## src/hdl/sfr_pkg.sv

```systemverilog
// Shared types and constants for the streaming find-and-replace core.
// No dependencies; all module files of the core but the checker refer to it by scoped names.
package sfr_pkg;

  // Largest supported pattern length and the default for the top level.
  localparam int MAX_PATTERN_DEF = 8;

  // Bytes carried by one job, and the width of a byte count 0..JOB_BYTES.
  localparam int JOB_BYTES = 8;
  localparam int LEN_W     = 4;

  // Configuration port geometry: four 64-bit registers at byte address 8*i.
  localparam int CFG_DATA_W = 64;
  localparam int ADDR_W     = 5;

  // Depth of the job queue between the front and back ends.
  localparam int QUEUE_DEPTH = 2;

  // End-of-line byte, which closes the line like the flush input.
  localparam logic [7:0] NEWLINE_BYTE = 8'h0A;

  // Register indexes of the configuration port.
  typedef enum logic [1:0] {
    REG_PATTERN_BYTES,
    REG_PATTERN_LENGTH,
    REG_REPLACEMENT_BYTES,
    REG_REPLACEMENT_LENGTH
  } reg_idx_t;

  // Effective configuration seen by the front end, lengths already clamped.
  typedef struct packed {
    logic [CFG_DATA_W-1:0] pattern;
    logic [LEN_W-1:0]      plen;
    logic [CFG_DATA_W-1:0] repl;
    logic [LEN_W-1:0]      rlen;
  } cfg_t;

  // One job: up to eight output bytes, byte 0 in the low eight bits.
  typedef struct packed {
    logic [8*JOB_BYTES-1:0] data;
    logic [LEN_W-1:0]       len;
  } job_t;

endpackage

```

## src/hdl/sfr_regs.sv

```systemverilog
// Configuration registers of the find-and-replace core behind an APB-style port.
// Depends on sfr_pkg for the register map, widths and the cfg_t type.
module sfr_regs #(
  parameter int MaxPattern = sfr_pkg::MAX_PATTERN_DEF
) (
  input  logic                            clk,
  input  logic                            rst_n,
  input  logic                            psel,
  input  logic                            penable,
  input  logic                            pwrite,
  input  logic [sfr_pkg::ADDR_W-1:0]      paddr,
  input  logic [sfr_pkg::CFG_DATA_W-1:0]  pwdata,
  output logic [sfr_pkg::CFG_DATA_W-1:0]  prdata,
  output logic                            pready,
  output sfr_pkg::cfg_t                   cfg
);

  logic [sfr_pkg::CFG_DATA_W-1:0] pat_r, pat_nxt;
  logic [sfr_pkg::LEN_W-1:0]      plen_r, plen_nxt;
  logic [sfr_pkg::CFG_DATA_W-1:0] repl_r, repl_nxt;
  logic [sfr_pkg::LEN_W-1:0]      rlen_r, rlen_nxt;
  logic                           wr_en;
  sfr_pkg::reg_idx_t              idx;

  assign pready = 1'b1;
  assign wr_en  = psel && penable && pwrite && pready;
  assign idx    = sfr_pkg::reg_idx_t'(paddr[sfr_pkg::ADDR_W-1:3]);

  // Register write decode; a transfer updates the addressed register only.
  always_comb begin
    pat_nxt  = pat_r;
    plen_nxt = plen_r;
    repl_nxt = repl_r;
    rlen_nxt = rlen_r;
    if (wr_en) begin
      unique case (idx)
        sfr_pkg::REG_PATTERN_BYTES:      pat_nxt  = pwdata;
        sfr_pkg::REG_PATTERN_LENGTH:     plen_nxt = pwdata[sfr_pkg::LEN_W-1:0];
        sfr_pkg::REG_REPLACEMENT_BYTES:  repl_nxt = pwdata;
        sfr_pkg::REG_REPLACEMENT_LENGTH: rlen_nxt = pwdata[sfr_pkg::LEN_W-1:0];
      endcase
    end
  end

  // Read mux returns the raw stored values.
  always_comb begin
    unique case (idx)
      sfr_pkg::REG_PATTERN_BYTES:      prdata = pat_r;
      sfr_pkg::REG_PATTERN_LENGTH:     prdata = sfr_pkg::CFG_DATA_W'(plen_r);
      sfr_pkg::REG_REPLACEMENT_BYTES:  prdata = repl_r;
      sfr_pkg::REG_REPLACEMENT_LENGTH: prdata = sfr_pkg::CFG_DATA_W'(rlen_r);
    endcase
  end

  // Effective lengths: an empty pattern counts as one byte, and both
  // lengths are clamped to what the datapath holds.
  always_comb begin
    cfg.pattern = pat_r;
    cfg.repl    = repl_r;
    if (plen_r == '0) begin
      cfg.plen = sfr_pkg::LEN_W'(1);
    end else if (plen_r > sfr_pkg::LEN_W'(MaxPattern)) begin
      cfg.plen = sfr_pkg::LEN_W'(MaxPattern);
    end else begin
      cfg.plen = plen_r;
    end
    if (rlen_r > sfr_pkg::LEN_W'(sfr_pkg::JOB_BYTES)) begin
      cfg.rlen = sfr_pkg::LEN_W'(sfr_pkg::JOB_BYTES);
    end else begin
      cfg.rlen = rlen_r;
    end
  end

  always_ff @(posedge clk) begin
    if (!rst_n) begin
      pat_r  <= '0;
      plen_r <= sfr_pkg::LEN_W'(1);
      repl_r <= '0;
      rlen_r <= '0;
    end else begin
      pat_r  <= pat_nxt;
      plen_r <= plen_nxt;
      repl_r <= repl_nxt;
      rlen_r <= rlen_nxt;
    end
  end

endmodule

```

## src/hdl/sfr_front.sv

```systemverilog
// Front end of the find-and-replace core: hold window, match and prefix checks.
// Each accepted byte becomes at most one job of output bytes. Depends on sfr_pkg.
module sfr_front #(
  parameter int MaxPattern = sfr_pkg::MAX_PATTERN_DEF
) (
  input  logic          clk,
  input  logic          rst_n,
  input  logic          push,
  output logic          full,
  input  logic [7:0]    in_byte,
  input  logic          in_flush,
  input  sfr_pkg::cfg_t cfg,
  input  logic          q_full,
  output logic          q_push,
  output sfr_pkg::job_t q_job
);

  localparam int CntW = $clog2(MaxPattern + 1);
  localparam int LenW = sfr_pkg::LEN_W;

  logic [7:0]      win_r [MaxPattern];
  logic [7:0]      win_nxt [MaxPattern];
  logic [CntW-1:0] cnt_r, cnt_nxt;

  logic [7:0]        ww [MaxPattern];
  logic [7:0]        win_shift [MaxPattern];
  logic [CntW-1:0]   n;
  logic [CntW-1:0]   s_sel;
  logic [MaxPattern:0] keep_ok;
  logic              line_end;
  logic              full_hit;
  logic              accept;

  assign full   = q_full;
  assign accept = push && !q_full;

  // Append the new byte and test for a whole-pattern match.
  always_comb begin
    n        = cnt_r + CntW'(1);
    line_end = in_flush || (in_byte == sfr_pkg::NEWLINE_BYTE);
    for (int i = 0; i < MaxPattern; i++) begin
      ww[i] = (CntW'(i) == cnt_r) ? in_byte : win_r[i];
    end
    full_hit = (LenW'(n) == cfg.plen);
    for (int i = 0; i < MaxPattern; i++) begin
      if (LenW'(i) < cfg.plen && ww[i] != cfg.pattern[8*i +: 8]) begin
        full_hit = 1'b0;
      end
    end
  end

  // For every shift amount, check in parallel whether the remaining bytes are empty or a
  // proper prefix of the pattern; take the smallest shift, or shift out all at line end.
  always_comb begin
    for (int s = 0; s <= MaxPattern; s++) begin
      keep_ok[s] = (CntW'(s) == n) ||
                   (CntW'(s) < n && LenW'(n - CntW'(s)) < cfg.plen);
      for (int j = 0; j < MaxPattern - s; j++) begin
        if (CntW'(j) < n - CntW'(s) && ww[s+j] != cfg.pattern[8*j +: 8]) begin
          keep_ok[s] = 1'b0;
        end
      end
    end
    s_sel = n;
    for (int s = MaxPattern; s >= 0; s--) begin
      if (keep_ok[s]) begin
        s_sel = CntW'(s);
      end
    end
    if (line_end) begin
      s_sel = n;
    end
  end

  // Shift the window down by the selected amount.
  always_comb begin
    for (int i = 0; i < MaxPattern; i++) begin
      win_shift[i] = ww[i];
      for (int k = 1; k < MaxPattern - i; k++) begin
        if (CntW'(k) == s_sel) begin
          win_shift[i] = ww[i+k];
        end
      end
    end
  end

  // Build the job and the next window state.
  always_comb begin
    q_job.data = '0;
    if (full_hit) begin
      q_job.data = cfg.repl;
      q_job.len  = cfg.rlen;
      cnt_nxt    = '0;
      win_nxt    = win_shift;
    end else begin
      for (int i = 0; i < MaxPattern; i++) begin
        q_job.data[8*i +: 8] = ww[i];
      end
      q_job.len = LenW'(s_sel);
      cnt_nxt   = n - s_sel;
      win_nxt   = win_shift;
    end
    q_push = accept && (q_job.len != '0);
  end

  always_ff @(posedge clk) begin
    if (!rst_n) begin
      cnt_r <= '0;
    end else if (accept) begin
      cnt_r <= cnt_nxt;
    end
  end

  // Window bytes beyond the count are never read, so they need no reset.
  always_ff @(posedge clk) begin
    if (accept) begin
      win_r <= win_nxt;
    end
  end

endmodule

```

## src/hdl/sfr_queue.sv

```systemverilog
// Short job queue between the front and back ends of the find-and-replace core.
// Depends on sfr_pkg for the job type and the queue depth.
module sfr_queue (
  input  logic          clk,
  input  logic          rst_n,
  input  logic          wr_en,
  input  sfr_pkg::job_t wr_job,
  output logic          q_full,
  input  logic          rd_en,
  output logic          rd_valid,
  output sfr_pkg::job_t rd_job
);

  localparam int PtrW = (sfr_pkg::QUEUE_DEPTH > 1) ? $clog2(sfr_pkg::QUEUE_DEPTH) : 1;
  localparam int CntW = $clog2(sfr_pkg::QUEUE_DEPTH + 1);

  sfr_pkg::job_t   slot_r [sfr_pkg::QUEUE_DEPTH];
  logic [PtrW-1:0] wr_ptr_r, wr_ptr_nxt;
  logic [PtrW-1:0] rd_ptr_r, rd_ptr_nxt;
  logic [CntW-1:0] cnt_r, cnt_nxt;
  logic            do_wr, do_rd;

  assign q_full   = (cnt_r == CntW'(sfr_pkg::QUEUE_DEPTH));
  assign rd_valid = (cnt_r != '0);
  assign rd_job   = slot_r[rd_ptr_r];
  assign do_wr    = wr_en && !q_full;
  assign do_rd    = rd_en && rd_valid;

  // Pointer and fill count update for each transfer on either side.
  always_comb begin
    wr_ptr_nxt = wr_ptr_r;
    rd_ptr_nxt = rd_ptr_r;
    cnt_nxt    = cnt_r;
    if (do_wr) begin
      wr_ptr_nxt = (wr_ptr_r == PtrW'(sfr_pkg::QUEUE_DEPTH - 1)) ? '0 : wr_ptr_r + PtrW'(1);
    end
    if (do_rd) begin
      rd_ptr_nxt = (rd_ptr_r == PtrW'(sfr_pkg::QUEUE_DEPTH - 1)) ? '0 : rd_ptr_r + PtrW'(1);
    end
    if (do_wr && !do_rd) begin
      cnt_nxt = cnt_r + CntW'(1);
    end else if (do_rd && !do_wr) begin
      cnt_nxt = cnt_r - CntW'(1);
    end
  end

  always_ff @(posedge clk) begin
    if (!rst_n) begin
      wr_ptr_r <= '0;
      rd_ptr_r <= '0;
      cnt_r    <= '0;
    end else begin
      wr_ptr_r <= wr_ptr_nxt;
      rd_ptr_r <= rd_ptr_nxt;
      cnt_r    <= cnt_nxt;
    end
  end

  always_ff @(posedge clk) begin
    if (do_wr) begin
      slot_r[wr_ptr_r] <= wr_job;
    end
  end

endmodule

```

## src/hdl/sfr_back.sv

```systemverilog
// Back end of the find-and-replace core: drains jobs one byte per cycle while results are taken.
// Holds the current job and the output register. Depends on sfr_pkg.
module sfr_back (
  input  logic          clk,
  input  logic          rst_n,
  input  logic          q_valid,
  input  sfr_pkg::job_t q_job,
  output logic          q_pop,
  output logic          empty,
  input  logic          pop,
  output logic [7:0]    out_byte,
  output logic          out_last_of_run
);

  logic [8*sfr_pkg::JOB_BYTES-1:0] data_r, data_nxt;
  logic [sfr_pkg::LEN_W-1:0]       left_r, left_nxt;
  logic                            ovld_r, ovld_nxt;
  logic [7:0]                      obyte_r, obyte_nxt;
  logic                            olast_r, olast_nxt;
  logic                            out_ready;
  logic                            emit;

  assign out_ready = !ovld_r || pop;
  assign emit      = out_ready && (left_r != '0);
  assign q_pop     = q_valid &&
                     ((left_r == '0) || (left_r == sfr_pkg::LEN_W'(1) && emit));

  assign empty           = !ovld_r;
  assign out_byte        = obyte_r;
  assign out_last_of_run = olast_r;

  // Current job: load the next one when this one is done or ends now.
  always_comb begin
    data_nxt = data_r;
    left_nxt = left_r;
    if (q_pop) begin
      data_nxt = q_job.data;
      left_nxt = q_job.len;
    end else if (emit) begin
      data_nxt = data_r >> 8;
      left_nxt = left_r - sfr_pkg::LEN_W'(1);
    end
  end

  // Output register: refilled from the job, cleared by a transfer out.
  always_comb begin
    ovld_nxt  = ovld_r;
    obyte_nxt = obyte_r;
    olast_nxt = olast_r;
    if (emit) begin
      ovld_nxt  = 1'b1;
      obyte_nxt = data_r[7:0];
      olast_nxt = (left_r == sfr_pkg::LEN_W'(1));
    end else if (pop) begin
      ovld_nxt = 1'b0;
    end
  end

  always_ff @(posedge clk) begin
    if (!rst_n) begin
      left_r <= '0;
      ovld_r <= 1'b0;
    end else begin
      left_r <= left_nxt;
      ovld_r <= ovld_nxt;
    end
  end

  always_ff @(posedge clk) begin
    data_r  <= data_nxt;
    obyte_r <= obyte_nxt;
    olast_r <= olast_nxt;
  end

endmodule

```

## src/hdl/stream_find_replace_core.sv

```systemverilog
// Data path: a result passes through the job queue, the current-job register of the back end
// and then the output register before it shows on the output ports.
// Throughput: one input byte per cycle while the two-entry job queue has room; the back
// end delivers one result byte per cycle while results are taken, so long jobs can hold up the input.
// Reset: synchronous, active low; empties the hold window, job queue and output register
// and returns the configuration registers to their defaults.
module stream_find_replace_core #(
  parameter int MaxPattern = sfr_pkg::MAX_PATTERN_DEF
) (
  input  logic                           clk,
  input  logic                           rst_n,
  input  logic                           push,
  output logic                           full,
  input  logic [7:0]                     in_byte,
  input  logic                           in_flush,
  output logic                           empty,
  input  logic                           pop,
  output logic [7:0]                     out_byte,
  output logic                           out_last_of_run,
  input  logic                           psel,
  input  logic                           penable,
  input  logic                           pwrite,
  input  logic [sfr_pkg::ADDR_W-1:0]     paddr,
  input  logic [sfr_pkg::CFG_DATA_W-1:0] pwdata,
  output logic [sfr_pkg::CFG_DATA_W-1:0] prdata,
  output logic                           pready
);

  sfr_pkg::cfg_t cfg;
  sfr_pkg::job_t wr_job;
  sfr_pkg::job_t rd_job;
  logic          q_full;
  logic          q_push;
  logic          q_valid;
  logic          q_pop;

  // Configuration registers.
  sfr_regs #(
    .MaxPattern (MaxPattern)
  ) u_regs (
    .clk     (clk),
    .rst_n   (rst_n),
    .psel    (psel),
    .penable (penable),
    .pwrite  (pwrite),
    .paddr   (paddr),
    .pwdata  (pwdata),
    .prdata  (prdata),
    .pready  (pready),
    .cfg     (cfg)
  );

  // Front end turns each input byte into at most one job.
  sfr_front #(
    .MaxPattern (MaxPattern)
  ) u_front (
    .clk      (clk),
    .rst_n    (rst_n),
    .push     (push),
    .full     (full),
    .in_byte  (in_byte),
    .in_flush (in_flush),
    .cfg      (cfg),
    .q_full   (q_full),
    .q_push   (q_push),
    .q_job    (wr_job)
  );

  // Job queue decouples the two ends.
  sfr_queue u_queue (
    .clk      (clk),
    .rst_n    (rst_n),
    .wr_en    (q_push),
    .wr_job   (wr_job),
    .q_full   (q_full),
    .rd_en    (q_pop),
    .rd_valid (q_valid),
    .rd_job   (rd_job)
  );

  // Back end emits the job bytes as results.
  sfr_back u_back (
    .clk             (clk),
    .rst_n           (rst_n),
    .q_valid         (q_valid),
    .q_job           (rd_job),
    .q_pop           (q_pop),
    .empty           (empty),
    .pop             (pop),
    .out_byte        (out_byte),
    .out_last_of_run (out_last_of_run)
  );

endmodule

```

## config.mk

```make
export PLATFORM = sky130hd
export DESIGN_NAME = stream_find_replace_core
export DESIGN_NICKNAME = d
export VERILOG_FILES = /design/src/hdl/sfr_pkg.sv /design/src/hdl/sfr_regs.sv /design/src/hdl/sfr_front.sv /design/src/hdl/sfr_queue.sv /design/src/hdl/sfr_back.sv /design/src/hdl/stream_find_replace_core.sv
export SDC_FILE = /design/constraint.sdc
export NUM_CORES = 1
export LEC_CHECK = 0
export BUFFER_PORTS_ARGS = -buffer_cell sky130_fd_sc_hd__buf_4
export CAP_MARGIN = 20
export CORE_MARGIN = 2
export CORE_UTILIZATION = 62
export CTS_CLUSTER_DIAMETER = 80
export DETAILED_ROUTE_END_ITERATION = 16
export PLACE_DENSITY = 0.81
export SLEW_MARGIN = 20
export SYNTH_ARGS = -nofsm -noshare
export SYNTH_HDL_FRONTEND = slang
export SYNTH_SLANG_ARGS = --single-unit
```

## constraint.sdc

```tcl
create_clock -name clk -period 11.5 [get_ports clk]
set_input_delay 3.45 -clock clk [delete_from_list [all_inputs] [get_ports clk]]
set_output_delay 3.45 -clock clk [all_outputs]
set_load 0.01 [all_outputs]
```

== Word level (Yosys, flattened, before mapping) ==
Memories as Yosys holds them, arrays and structs flattened. A register that Yosys moved wholly into a read port is not among the register bits.
Cells that the tools add are included.
W data, S select, Z words.
Storage, ports and cells
  register bits after elaboration: 286
  memories: 1
  output and inout bits: 76
  logic and storage cells: 363
  input port bits: 85
  memory bits (writable): 136
  ROM bits: 0
  latch bits: 0
Cells by class
  $mul: 0
  reductions and logical operators: 95
  multiplexer cells: 110
  order comparisons: 56
  shifts and indexed selects: 0
  bitwise logic cells: 0
  add/subtract/negate cells: 15
  divide/modulo/power cells: 0
  equality and inequality tests: 65
Memory list
  u_queue.slot_r: words 2, width 68, read ports 1, clocked after memory_dff 1, write ports 1, line sfr_queue.sv:17  | sfr_pkg::job_t slot_r [sfr_pkg::QUEUE_DEPTH];
Operators by type and width (number)
  $mux W8: 36
  $ne A8 B8 Y1: 36
  $pmux W64 S4: 1
  $mux W64: 2
  $lt A1 B4 Y1 const A: 17
  $mux W68: 1
  $logic_and A1 B1 Y1: 64
  $mux W4: 16
  $lt A3 B4 Y1 const A: 14
  $lt A2 B4 Y1 const A: 13
  $mux W1: 52
  $eq A3 B4 Y1 const A: 12
  $lt A4 B4 Y1: 9
  $eq A2 B4 Y1 const A: 6
  $logic_not A4 Y1: 4
  $sub A4 B3 Y4 const B: 4
  $eq A1 B4 Y1 const A: 3
  $logic_or A1 B1 Y1: 12
  $eq A8 B4 Y1 const B: 1
  $gt A4 B4 Y1 const B: 2
  $reduce_and A2 Y1: 4
  $reduce_bool A2 Y1: 4
  $reduce_bool A4 Y1: 2
  $sub A4 B1 Y4 const B: 2
  other kinds (16): 24

== Longest topological paths before layout ==
Gate-level depths: netlist of the first run.
  depth after elaboration: 24
  depth in mapped cells: 27
  mapped depth without buffers: 23

== By module ==
Synthesis of the first run repeated with hierarchy kept, for this count alone.
Unflattened totals
  cells, all modules: 3078
  area total of the unflattened synthesis: 28250.8 um^2
By module, submodules not included
  sfr_front: seq. area each 2001.9 um^2, area an instance 13549.2 um^2, cells an instance 1876, times used 1
  sfr_regs: seq. area each 2722.6 um^2, area an instance 6204.7 um^2, cells an instance 665, times used 1
  sfr_queue: seq. area each 4184.0 um^2, area an instance 5226.3 um^2, cells an instance 237, times used 1
  sfr_back: seq. area each 2292.2 um^2, area an instance 3270.6 um^2, cells an instance 300, times used 1

== Worst setup path before layout of the first run ==
No wires, ideal clock.
  kind: input to register
  start point: input port in_byte[5]
  end point: memory u_queue.slot_r[0][0] (netlist name) (enable)
  required time: 10.998 ns
  arrival: 9.414 ns
  path slack: 1.584 ns
  cell stages on the path: 14
  path buffers: 3
  library setup time: 0.502 ns
  cells stage by stage: buf_2 -> buf_1 -> a2111oi_0 -> nand3_1 -> o21ai_0 -> a21oi_1 -> nor4_2 -> o221ai_1 -> a311o_1 -> and2_4 -> buf_6 -> mux2i_1 -> o41a_1 -> nor2b_1
RTL lines
  start: declaration: line stream_find_replace_core.sv:14  | input logic [7:0] in_byte,
  end: declaration: line sfr_queue.sv:17

==> Flow_metrics.wiki, run 1 <==
{| class="wikitable"
! Metric !! Value
|-
| Total number of clock tree sinks || 423
|-
| Min-delay worst type || reg2reg
|-
| Cell at the slowest stage of the critical path || buf_4
|-
| Most repeated library cell on the critical path || buf_4
|-
| Pwr Density || 272 mW/mm^2
|-
| Dpl cells || 3,574
|-
| Post-synthesis net count || 3,172
|-
| CTS tree || built
|-
| Gpl congestion || 1.05
|-
| Initial antenna violation count || 4
|-
| Pin count of the biggest net entering global routing || 106
|-
| Number of buffers inserted by hold repair at cts || 0
|-
| Iter 0 DRT Violations || 4,191
|-
| Clock-pin transition on the worst setup and hold timing paths || 0.06 ns
|-
| Share of post-route cells with drive strength above 1 || 12.3%
|-
| Slew @ Worst Pin || 1.25 ns
|-
| Clock network latency to the later pin of the worst-skew pair || 0.61 ns
|-
| Met2 GRT Util || 69.6%
|-
| Arrival time reported for the critical path endpoint || 9.32 ns
|-
| GR met1 Demand/Resource || 59.4%
|-
| CP Cell Sequence || buf_4 -> clkinv_1 -> a2111oi_0 -> o22ai_1 -> a2111oi_0 -> a32oi_1 -> and4bb_2 -> nand2b_1 -> a311o_1 -> buf_4 -> and2_4 -> mux2i_1 -> o41a_1 -> nor2b_4 -> buf_4
|-
| Area of the die || 0.0455 mm^2
|-
| Final Max Tran Viols || 0
|-
| Post-layout nets || 3,156
|-
| Cell taking the most area after synthesis || edfxtp_1
|-
| Top cells by area in the synthesized netlist || edfxtp_1 30%, dfxtp_1 11%, mux2i_1 6.5%
|-
| Crit Path Max Fanout || 68
|-
| Number of H-tree levels || 2
|-
| Initial Util || 62.9%
|-
| Largest stage delay, worst path || 0.73 ns
|-
| Post-synthesis async set-or-reset flop share || 0%
|-
| Total global routing track utilization || 47.3%
|-
| Total vias in the final route || 25.9k
|-
| Met3 demand-to-capacity share in global routing || 14.5%
|-
| Total Wirelength || 109 mm
|-
| Post-Synthesis Mean Instance Area || 8.89 um^2
|-
| Placement Rows || 76
|-
| Final setup fails || 0
|-
| Period utilization || 79.1%
|-
| Tmin final || 9.10 ns
|-
| CTS Root Buffer Type || clkbuf_16
|-
| Worst-case hold slack || 0.422 ns
|-
| Startpoint Class || primary input
|-
| Core ar. || 0.0432 mm^2
|-
| Total DRC errors in the routed layout || 0
|-
| Critical path type || in2reg
|-
| Post-detailed-route count of antenna-violating nets || 0
|-
| Residual overflow from global routing || 0
|-
| Endpoint class of the critical path || flip-flop
|-
| Unrepaired setup endpoints after global routing || no
|-
| Seq cells post-synth || 423
|-
| Commonest register cell after synthesis || edfxtp_1
|-
| Mapped cell area || 0.0271 mm^2
|-
| Maximum vdd ir drop || 298 uV
|-
| LEAKAGE || 11.4 nW
|-
| Achievable frequency || 110 MHz
|-
| DR WL/cell || 29.8 um
|-
| Die span in x || 213 um
|-
| Final Hold Vio Count || 0
|-
| Port bufs || 156
|-
| Total setup buffers inserted after CTS || 0
|-
| Sum of net half-perimeters after detailed placement || 73.2 mm
|-
| Clock Tree Buf Depth || 3
|-
| Share of the yosys chip area belonging to registers || 41.3%
|-
| Required time at the endpoint of the critical path || 11.72 ns
|-
| Top Ports || 161
|-
| Routed via count divided by cell count || 7.07
|-
| Buffering stage count on the worst path with inverters included || 4
|-
| DRT Pass-1 Iters || 6
|-
| Count of placed standard cells in the final layout, fillers left out || 3,660
|-
| Busiest grt layer || met2
|-
| Die Ht || 213 um
|-
| Outcome || complete, no violations
|-
| Gate Count Post-Synth || 3,053
|-
| Area share of the largest cell type after synthesis || 30.2%
|-
| Layout Area Growth over Synthesis || 10.1%
|-
| Number of synthesized flops with an enable pin || 273
|-
| Number of global-route vias before repair || 24.2k
|-
| Wire length of the first global-routing pass || 157 mm
|-
| Cts repair resizes || 0
|-
| Count of unique library cells instantiated by Yosys || 110
|-
| Count of max-cap constraint violations || 0
|-
| Yosys Warn Count || 0
|-
| Total clock buffers created by CTS || 46
|-
| CP top delay family || compound AO/OA/AOI/OAI gates
|-
| Clk_skew || 0.0385 ns
|-
| Worst slew slack as a fraction of its limit || 15.6%
|-
| Aggregate negative setup slack || 0 ns
|}
==> synthesized netlist by cell type, types with 43 or more instances <==
| cell type | instances |
|---|---|
| o21ai_0 | 144 |
| nand2_1 | 428 |
| clkbuf_1 | 188 |
| xnor2_1 | 128 |
| xor2_1 | 154 |
| a21oi_1 | 286 |
| nand3_1 | 47 |
| nor4_1 | 43 |
| dfxtp_1 | 150 |
| nor2_1 | 248 |
| nor3_1 | 51 |
| edfxtp_1 | 273 |
| mux2i_1 | 175 |
| inv_1 | 86 |
| buf_2 | 50 |
==> worst reg2reg max path: stages (launching register included) <==
cell and delay (ns):
dfxtp_1 0.90, ha_1 0.92, nand3b_4 0.56, mux2i_4 0.65
inv_2 0.34, a222oi_1 0.46, or4b_1 0.61, nor4b_2 0.34
o211ai_1 0.30, o221ai_1 0.19, a311o_1 0.21, buf_4 0.25
and2_4 0.70, inv_2 0.31, o21ai_2 0.93, a22oi_1 0.18
a32o_1 0.37
==> worst paths after layout <==
path	start	to	slack (ns)	depth (start not counted)
hold / removal	u_back.data_r[2]	u_back.out_byte[2]	0.42	0
hold reg to reg	u_back.data_r[2]	u_back.out_byte[2]	0.42	0
setup / recovery	in_byte[4]	u_queue.slot_r[0][61]	2.40	15
setup reg to reg	u_front.cnt_r[0]	u_front.win_r[54]	3.03	16
==> metrics by stage <==
step | util [%] | total power, mW | cell area, um^2 | setup WS, ns
5_1_grt | 69.2 | 8.39 | 29900 | 2.34
6_report | 69.2 | 8.14 | 29900 | 2.40
2_1_floorplan | - | 5.19 | 27100 | 1.58
3_3_place_gp | 65.7 | 6.31 | 28400 | 2.18
4_1_cts | 69.2 | 7.92 | 29900 | 2.76
3_5_place_dp | 65.7 | 6.42 | 28400 | 2.15
==> cell type report <==
cell class	instances	area, um^2
sequential	423	11200
fill	3170	13300
clock buffer	56	1240
multi-input combinational	2246	14400
tap	585	732
antenna	2	5.00
inverter	94	362
timing repair buffer	226	1700
clock inverter	28	250
==> kinds of logic (layout without fill, tap and decap cells) <==
logic type | count (synthesis) | after routing | synth area share [%]
adder cells (fa/ha/maj) | 35 | 35 | 1.63
XOR/XNOR | 283 | 283 | 9.18
other | 1 | 3 | 0.0138
buffers and inverters | 384 | 404 | 5.91
AO/OA/AOI/OAI | 713 | 713 | 16.7
flip-flops | 423 | 423 | 41.3
AND/OR/NAND/NOR | 1005 | 1005 | 17.2
multiplexers | 209 | 209 | 8.14
==> cells in the final DEF (no fill, tap or decap), types with 13 or more instances in the layout <==
cell	count
a2111oi_0	15
a21o_1	13
a21oi_1	286
a221oi_1	31
a22oi_1	21
a31oi_1	15
a32o_1	16
and3_1	24
buf_4	226
clkbuf_16	48
clkinv_1	13
dfxtp_1	149
edfxtp_1	273
ha_1	33
inv_1	83
mux2_2	23
mux2i_1	174
nand2_1	427
nand2b_1	33
nand3_1	47
nand4_1	31
nor2_1	248
nor2b_1	24
nor3_1	50
nor4_1	43
o21ai_0	144
o22ai_1	24
xnor2_1	128
xor2_1	154
==> per-layer routing <==
layer	part of all wire (%)	up-vias
met5	0.028	-
met4	8.5	4
met3	14	580
met2	42	2279
met1	35	12200
li1	-	10800
==> state kept, by name, indices dropped and copies added, names as in the netlist, 2 cells and up, named ones only <==
signal / count
u_queue.slot_r: 136
u_back.data_r: 64
u_front.win_r: 64
u_regs.pat_r: 64
u_regs.repl_r: 64
u_back.out_byte: 8
u_back.left_r: 4
u_front.cnt_r: 4
u_regs.plen_r: 4
u_regs.rlen_r: 4
u_queue.cnt_r: 2
==> report_power, final <==
group	total (mW)	switching [mW]	internal, mW	leakage [nW]
Clock	1.48	0.650	0.828	0.728
Combinational	3.87	2.53	1.34	6.88
Sequential	2.79	0.434	2.36	3.83
Total	8.14	3.61	4.52	11.4
Power figures use the tool's default switching activity.
==> inputs of run 2 (changes only) <==
--- a/config.mk
+++ b/config.mk
@@ -8,10 +8,10 @@
 export BUFFER_PORTS_ARGS = -buffer_cell sky130_fd_sc_hd__buf_4
 export CAP_MARGIN = 20
 export CORE_MARGIN = 2
-export CORE_UTILIZATION = 62
+export CORE_UTILIZATION = 56
 export CTS_CLUSTER_DIAMETER = 80
 export DETAILED_ROUTE_END_ITERATION = 16
-export PLACE_DENSITY = 0.81
+export PLACE_DENSITY = 0.77
 export SLEW_MARGIN = 20
 export SYNTH_ARGS = -nofsm -noshare
 export SYNTH_HDL_FRONTEND = slang
==> constraint.sdc (replaced) <==
create_clock -name clk -period 8.3 [get_ports clk]
set_input_delay 2.49 -clock clk [delete_from_list [all_inputs] [get_ports clk]]
set_output_delay 2.49 -clock clk [all_outputs]
set_load 0.01 [all_outputs]
==> run 2 against run 1 <==
Hold slack better by 0.0032 ns. Worst setup slack got worse by 1.3 ns. Sequential power grew 39%. Critical path type unchanged.
==> Flow_metrics.wiki, run 2 (same netlist as run 1, synthesis figures left out) <==
{| class="wikitable"
! Metric !! Value
|-
| Slew @ Worst Pin || 1.12 ns (was 1.25 ns)
|-
| Commonest non-fill, non-tap cell in the layout || nand2_1 (unchanged)
|-
| DRT Pass-1 Iters || 6 (unchanged)
|-
| Arrival time reported for the critical path endpoint || 7.52 ns (was 9.32 ns)
|-
| Worst slew slack as a fraction of its limit || 25.0% (was 15.6%)
|-
| Worst R2R Path Depth || 17 (was 16)
|-
| Routed via count divided by cell count || 6.83 (was 7.07)
|-
| Post-detailed-route count of antenna-violating nets || 0 (unchanged)
|-
| Outcome || complete, no violations (unchanged)
|-
| Required time at the endpoint of the critical path || 8.64 ns (was 11.72 ns)
|-
| Total setup buffers inserted after CTS || 0 (unchanged)
|-
| Flip-flop count of the largest register after layout || 136 (unchanged)
|-
| Number of global-route vias before repair || 24.3k (was 24.2k)
|-
| Total global routing track utilization || 43.8% (was 47.3%)
|-
| Die Ht || 224 um (was 213 um)
|-
| Port bufs || 156 (unchanged)
|-
| Summed area of non-filler cells in the final layout || 0.0305 mm^2 (was 0.0299 mm^2)
|-
| Overall Power || 11.5 mW (was 8.14 mW)
|-
| Aggregate negative setup slack || 0 ns (unchanged)
|-
| Total Wirelength || 112 mm (was 109 mm)
|-
| Layout Area Growth over Synthesis || 12.5% (was 10.1%)
|-
| CTS Root Buffer Type || clkbuf_16 (unchanged)
|-
| Count of max-cap constraint violations || 0 (unchanged)
|-
| Clock-pin transition on the worst setup and hold timing paths || 0.06 ns (about the same)
|-
| LEAKAGE || 11.8 nW (was 11.4 nW)
|-
| Top Ports || 161 (unchanged)
|-
| Clock Tree Buf Depth || 3 (unchanged)
|-
| Post-layout nets || 3,206 (was 3,156)
|-
| Worst hold stages || 0 (unchanged)
|-
| Clock network latency to the later pin of the worst-skew pair || 0.61 ns (about the same)
|-
| Period utilization || 86.4%
|-
| Count of placed standard cells in the final layout, fillers left out || 3,742 (was 3,660)
|-
| Slack of the critical path || 1.13 ns (was 2.40 ns)
|-
| Cts repair resizes || 0 (unchanged)
|-
| Worst-case hold slack || 0.426 ns (was 0.422 ns)
|-
| Area taken by multi-input logic gates || 0.0144 mm^2 (about the same)
|-
| Area of the die || 0.0503 mm^2 (was 0.0455 mm^2)
|-
| Gpl congestion || 1.06 (was 1.05)
|-
| Total clock buffers created by CTS || 47 (was 46)
|-
| Maximum vdd ir drop || 237 uV (was 298 uV)
|-
| Clk_skew || 0.0374 ns (was 0.0385 ns)
|-
| Most frequent cells in the layout || 427 x nand2_1, 286 x a21oi_1, 273 x edfxtp_1, 263 x buf_4, 248 x nor2_1 (was 427 x nand2_1, 286 x a21oi_1, 273 x edfxtp_1, 248 x nor2_1, 226 x buf_4)
|-
| Final Hold Vio Count || 0 (unchanged)
|-
| Total vias in the final route || 25.6k (was 25.9k)
|-
| Fillers || 4,006 (was 3,170)
|-
| Achievable frequency || 139 MHz
|-
| Final setup fails || 0 (unchanged)
|-
| Register name with the most flops || u_queue.slot_r (unchanged)
|-
| Final Max Tran Viols || 0 (unchanged)
|-
| Wire length of the first global-routing pass || 162 mm (was 157 mm)
|-
| Dpl cells || 3,653 (was 3,574)
|-
| Placement Rows || 80 (was 76)
|-
| Iter 0 DRT Violations || 3,711 (was 4,191)
|-
| Startpoint Class || primary input (unchanged)
|-
| Unrepaired setup endpoints after global routing || no (unchanged)
|-
| Sum of net half-perimeters after detailed placement || 79.6 mm (was 73.2 mm)
|-
| Number of buffers inserted by hold repair at cts || 0 (unchanged)
|-
| Residual overflow from global routing || 0 (unchanged)
|-
| Tmin final || 7.17 ns
|-
| Total DRC errors in the routed layout || 0 (unchanged)
|-
| Placed cell area || 0.0289 mm^2 (was 0.0284 mm^2)
|-
| Sequential cell area || 0.0112 mm^2 (unchanged)
|-
| Die span in x || 224 um (was 213 um)
|-
| Critical path type || in2reg (unchanged)
|-
| DR WL/cell || 29.9 um (was 29.8 um)
|-
| Crit Path Max Fanout || 32 (was 68)
|-
| Total number of clock tree sinks || 423 (unchanged)
|-
| Share of post-route cells with drive strength above 1 || 13.7% (was 12.3%)
|-
| Initial Util || 56.9% (was 62.9%)
|-
| Pwr Density || 378 mW/mm^2 (was 272 mW/mm^2)
|-
| CTS tree || built (unchanged)
|-
| Min-delay worst type || reg2reg (unchanged)
|-
| Core ar. || 0.0477 mm^2 (was 0.0432 mm^2)
|-
| Placement Setup Slack || 0.771 ns (was 2.15 ns)
|-
| Pin count of the biggest net entering global routing || 118 (was 106)
|-
| Initial antenna violation count || 9 (was 4)
|-
| Endpoint class of the critical path || flip-flop (unchanged)
|-
| Number of H-tree levels || 2 (unchanged)
|-
| Core utilization of the finished layout || 64.0% (was 69.2%)
|}
==> run 2: cell types whose count changed in the layout (fill, tap and decap cells not counted), moves of 2 or more <==
cell	before	now
buf_4	226	263
buf_12	0	12
clkbuf_8	1	7
clkinv_1	13	8
inv_6	5	1
clkbuf_1	6	9
clkinv_2	5	8
clkbuf_16	48	50
clkinv_4	2	0
==> run 2: worst paths after layout <==
kind	start	to	slack, ns
worst max-delay path	in_byte[2]	u_front.win_r[50]	1.13
worst min register to register	u_back.data_r[1]	u_back.out_byte[1]	0.43
worst max register to register	u_front.cnt_r[1]	u_front.win_r[50]	1.50
worst min-delay path	u_back.data_r[1]	u_back.out_byte[1]	0.43
==> run 2: worst max-delay path, cell delays in order <==
cell and delay (ns):
buf_4 0.31, inv_1 0.47, a221o_1 0.42, nor3_1 0.60
a211oi_1 0.16, a2111oi_0 0.42, o211ai_1 0.33, o311ai_1 0.19
a41o_1 0.38, buf_12 0.25, o2111a_1 0.89, a221oi_1 0.24
a32o_1 0.30
==> run 2: report_power, final <==
part	switching [mW]	internal (mW)
sequential	0.613	3.26
clock	0.889	1.26
combinational	3.50	2.02
total	5.01	6.54
==> run 2: cell type report <==
type / count / area share (%)
timing repair buffer: 275 / 7.25
multi-input combinational: 2246 / 47.1
tap: 615 / 2.52
sequential: 423 / 36.7
inverter: 94 / 1.18
clock buffer: 66 / 4.52
clock inverter: 21 / 0.729
antenna: 2 / 0.0164
==> run 2: routing by layer <==
layer	vias to the layer above	global-route usage, %	routed length, um
met5	-	0	70
met4	10	25.9	7580
met3	466	14.4	15300
met2	1877	64.8	47600
met1	12300	55.9	41300
li1	10900	-	-
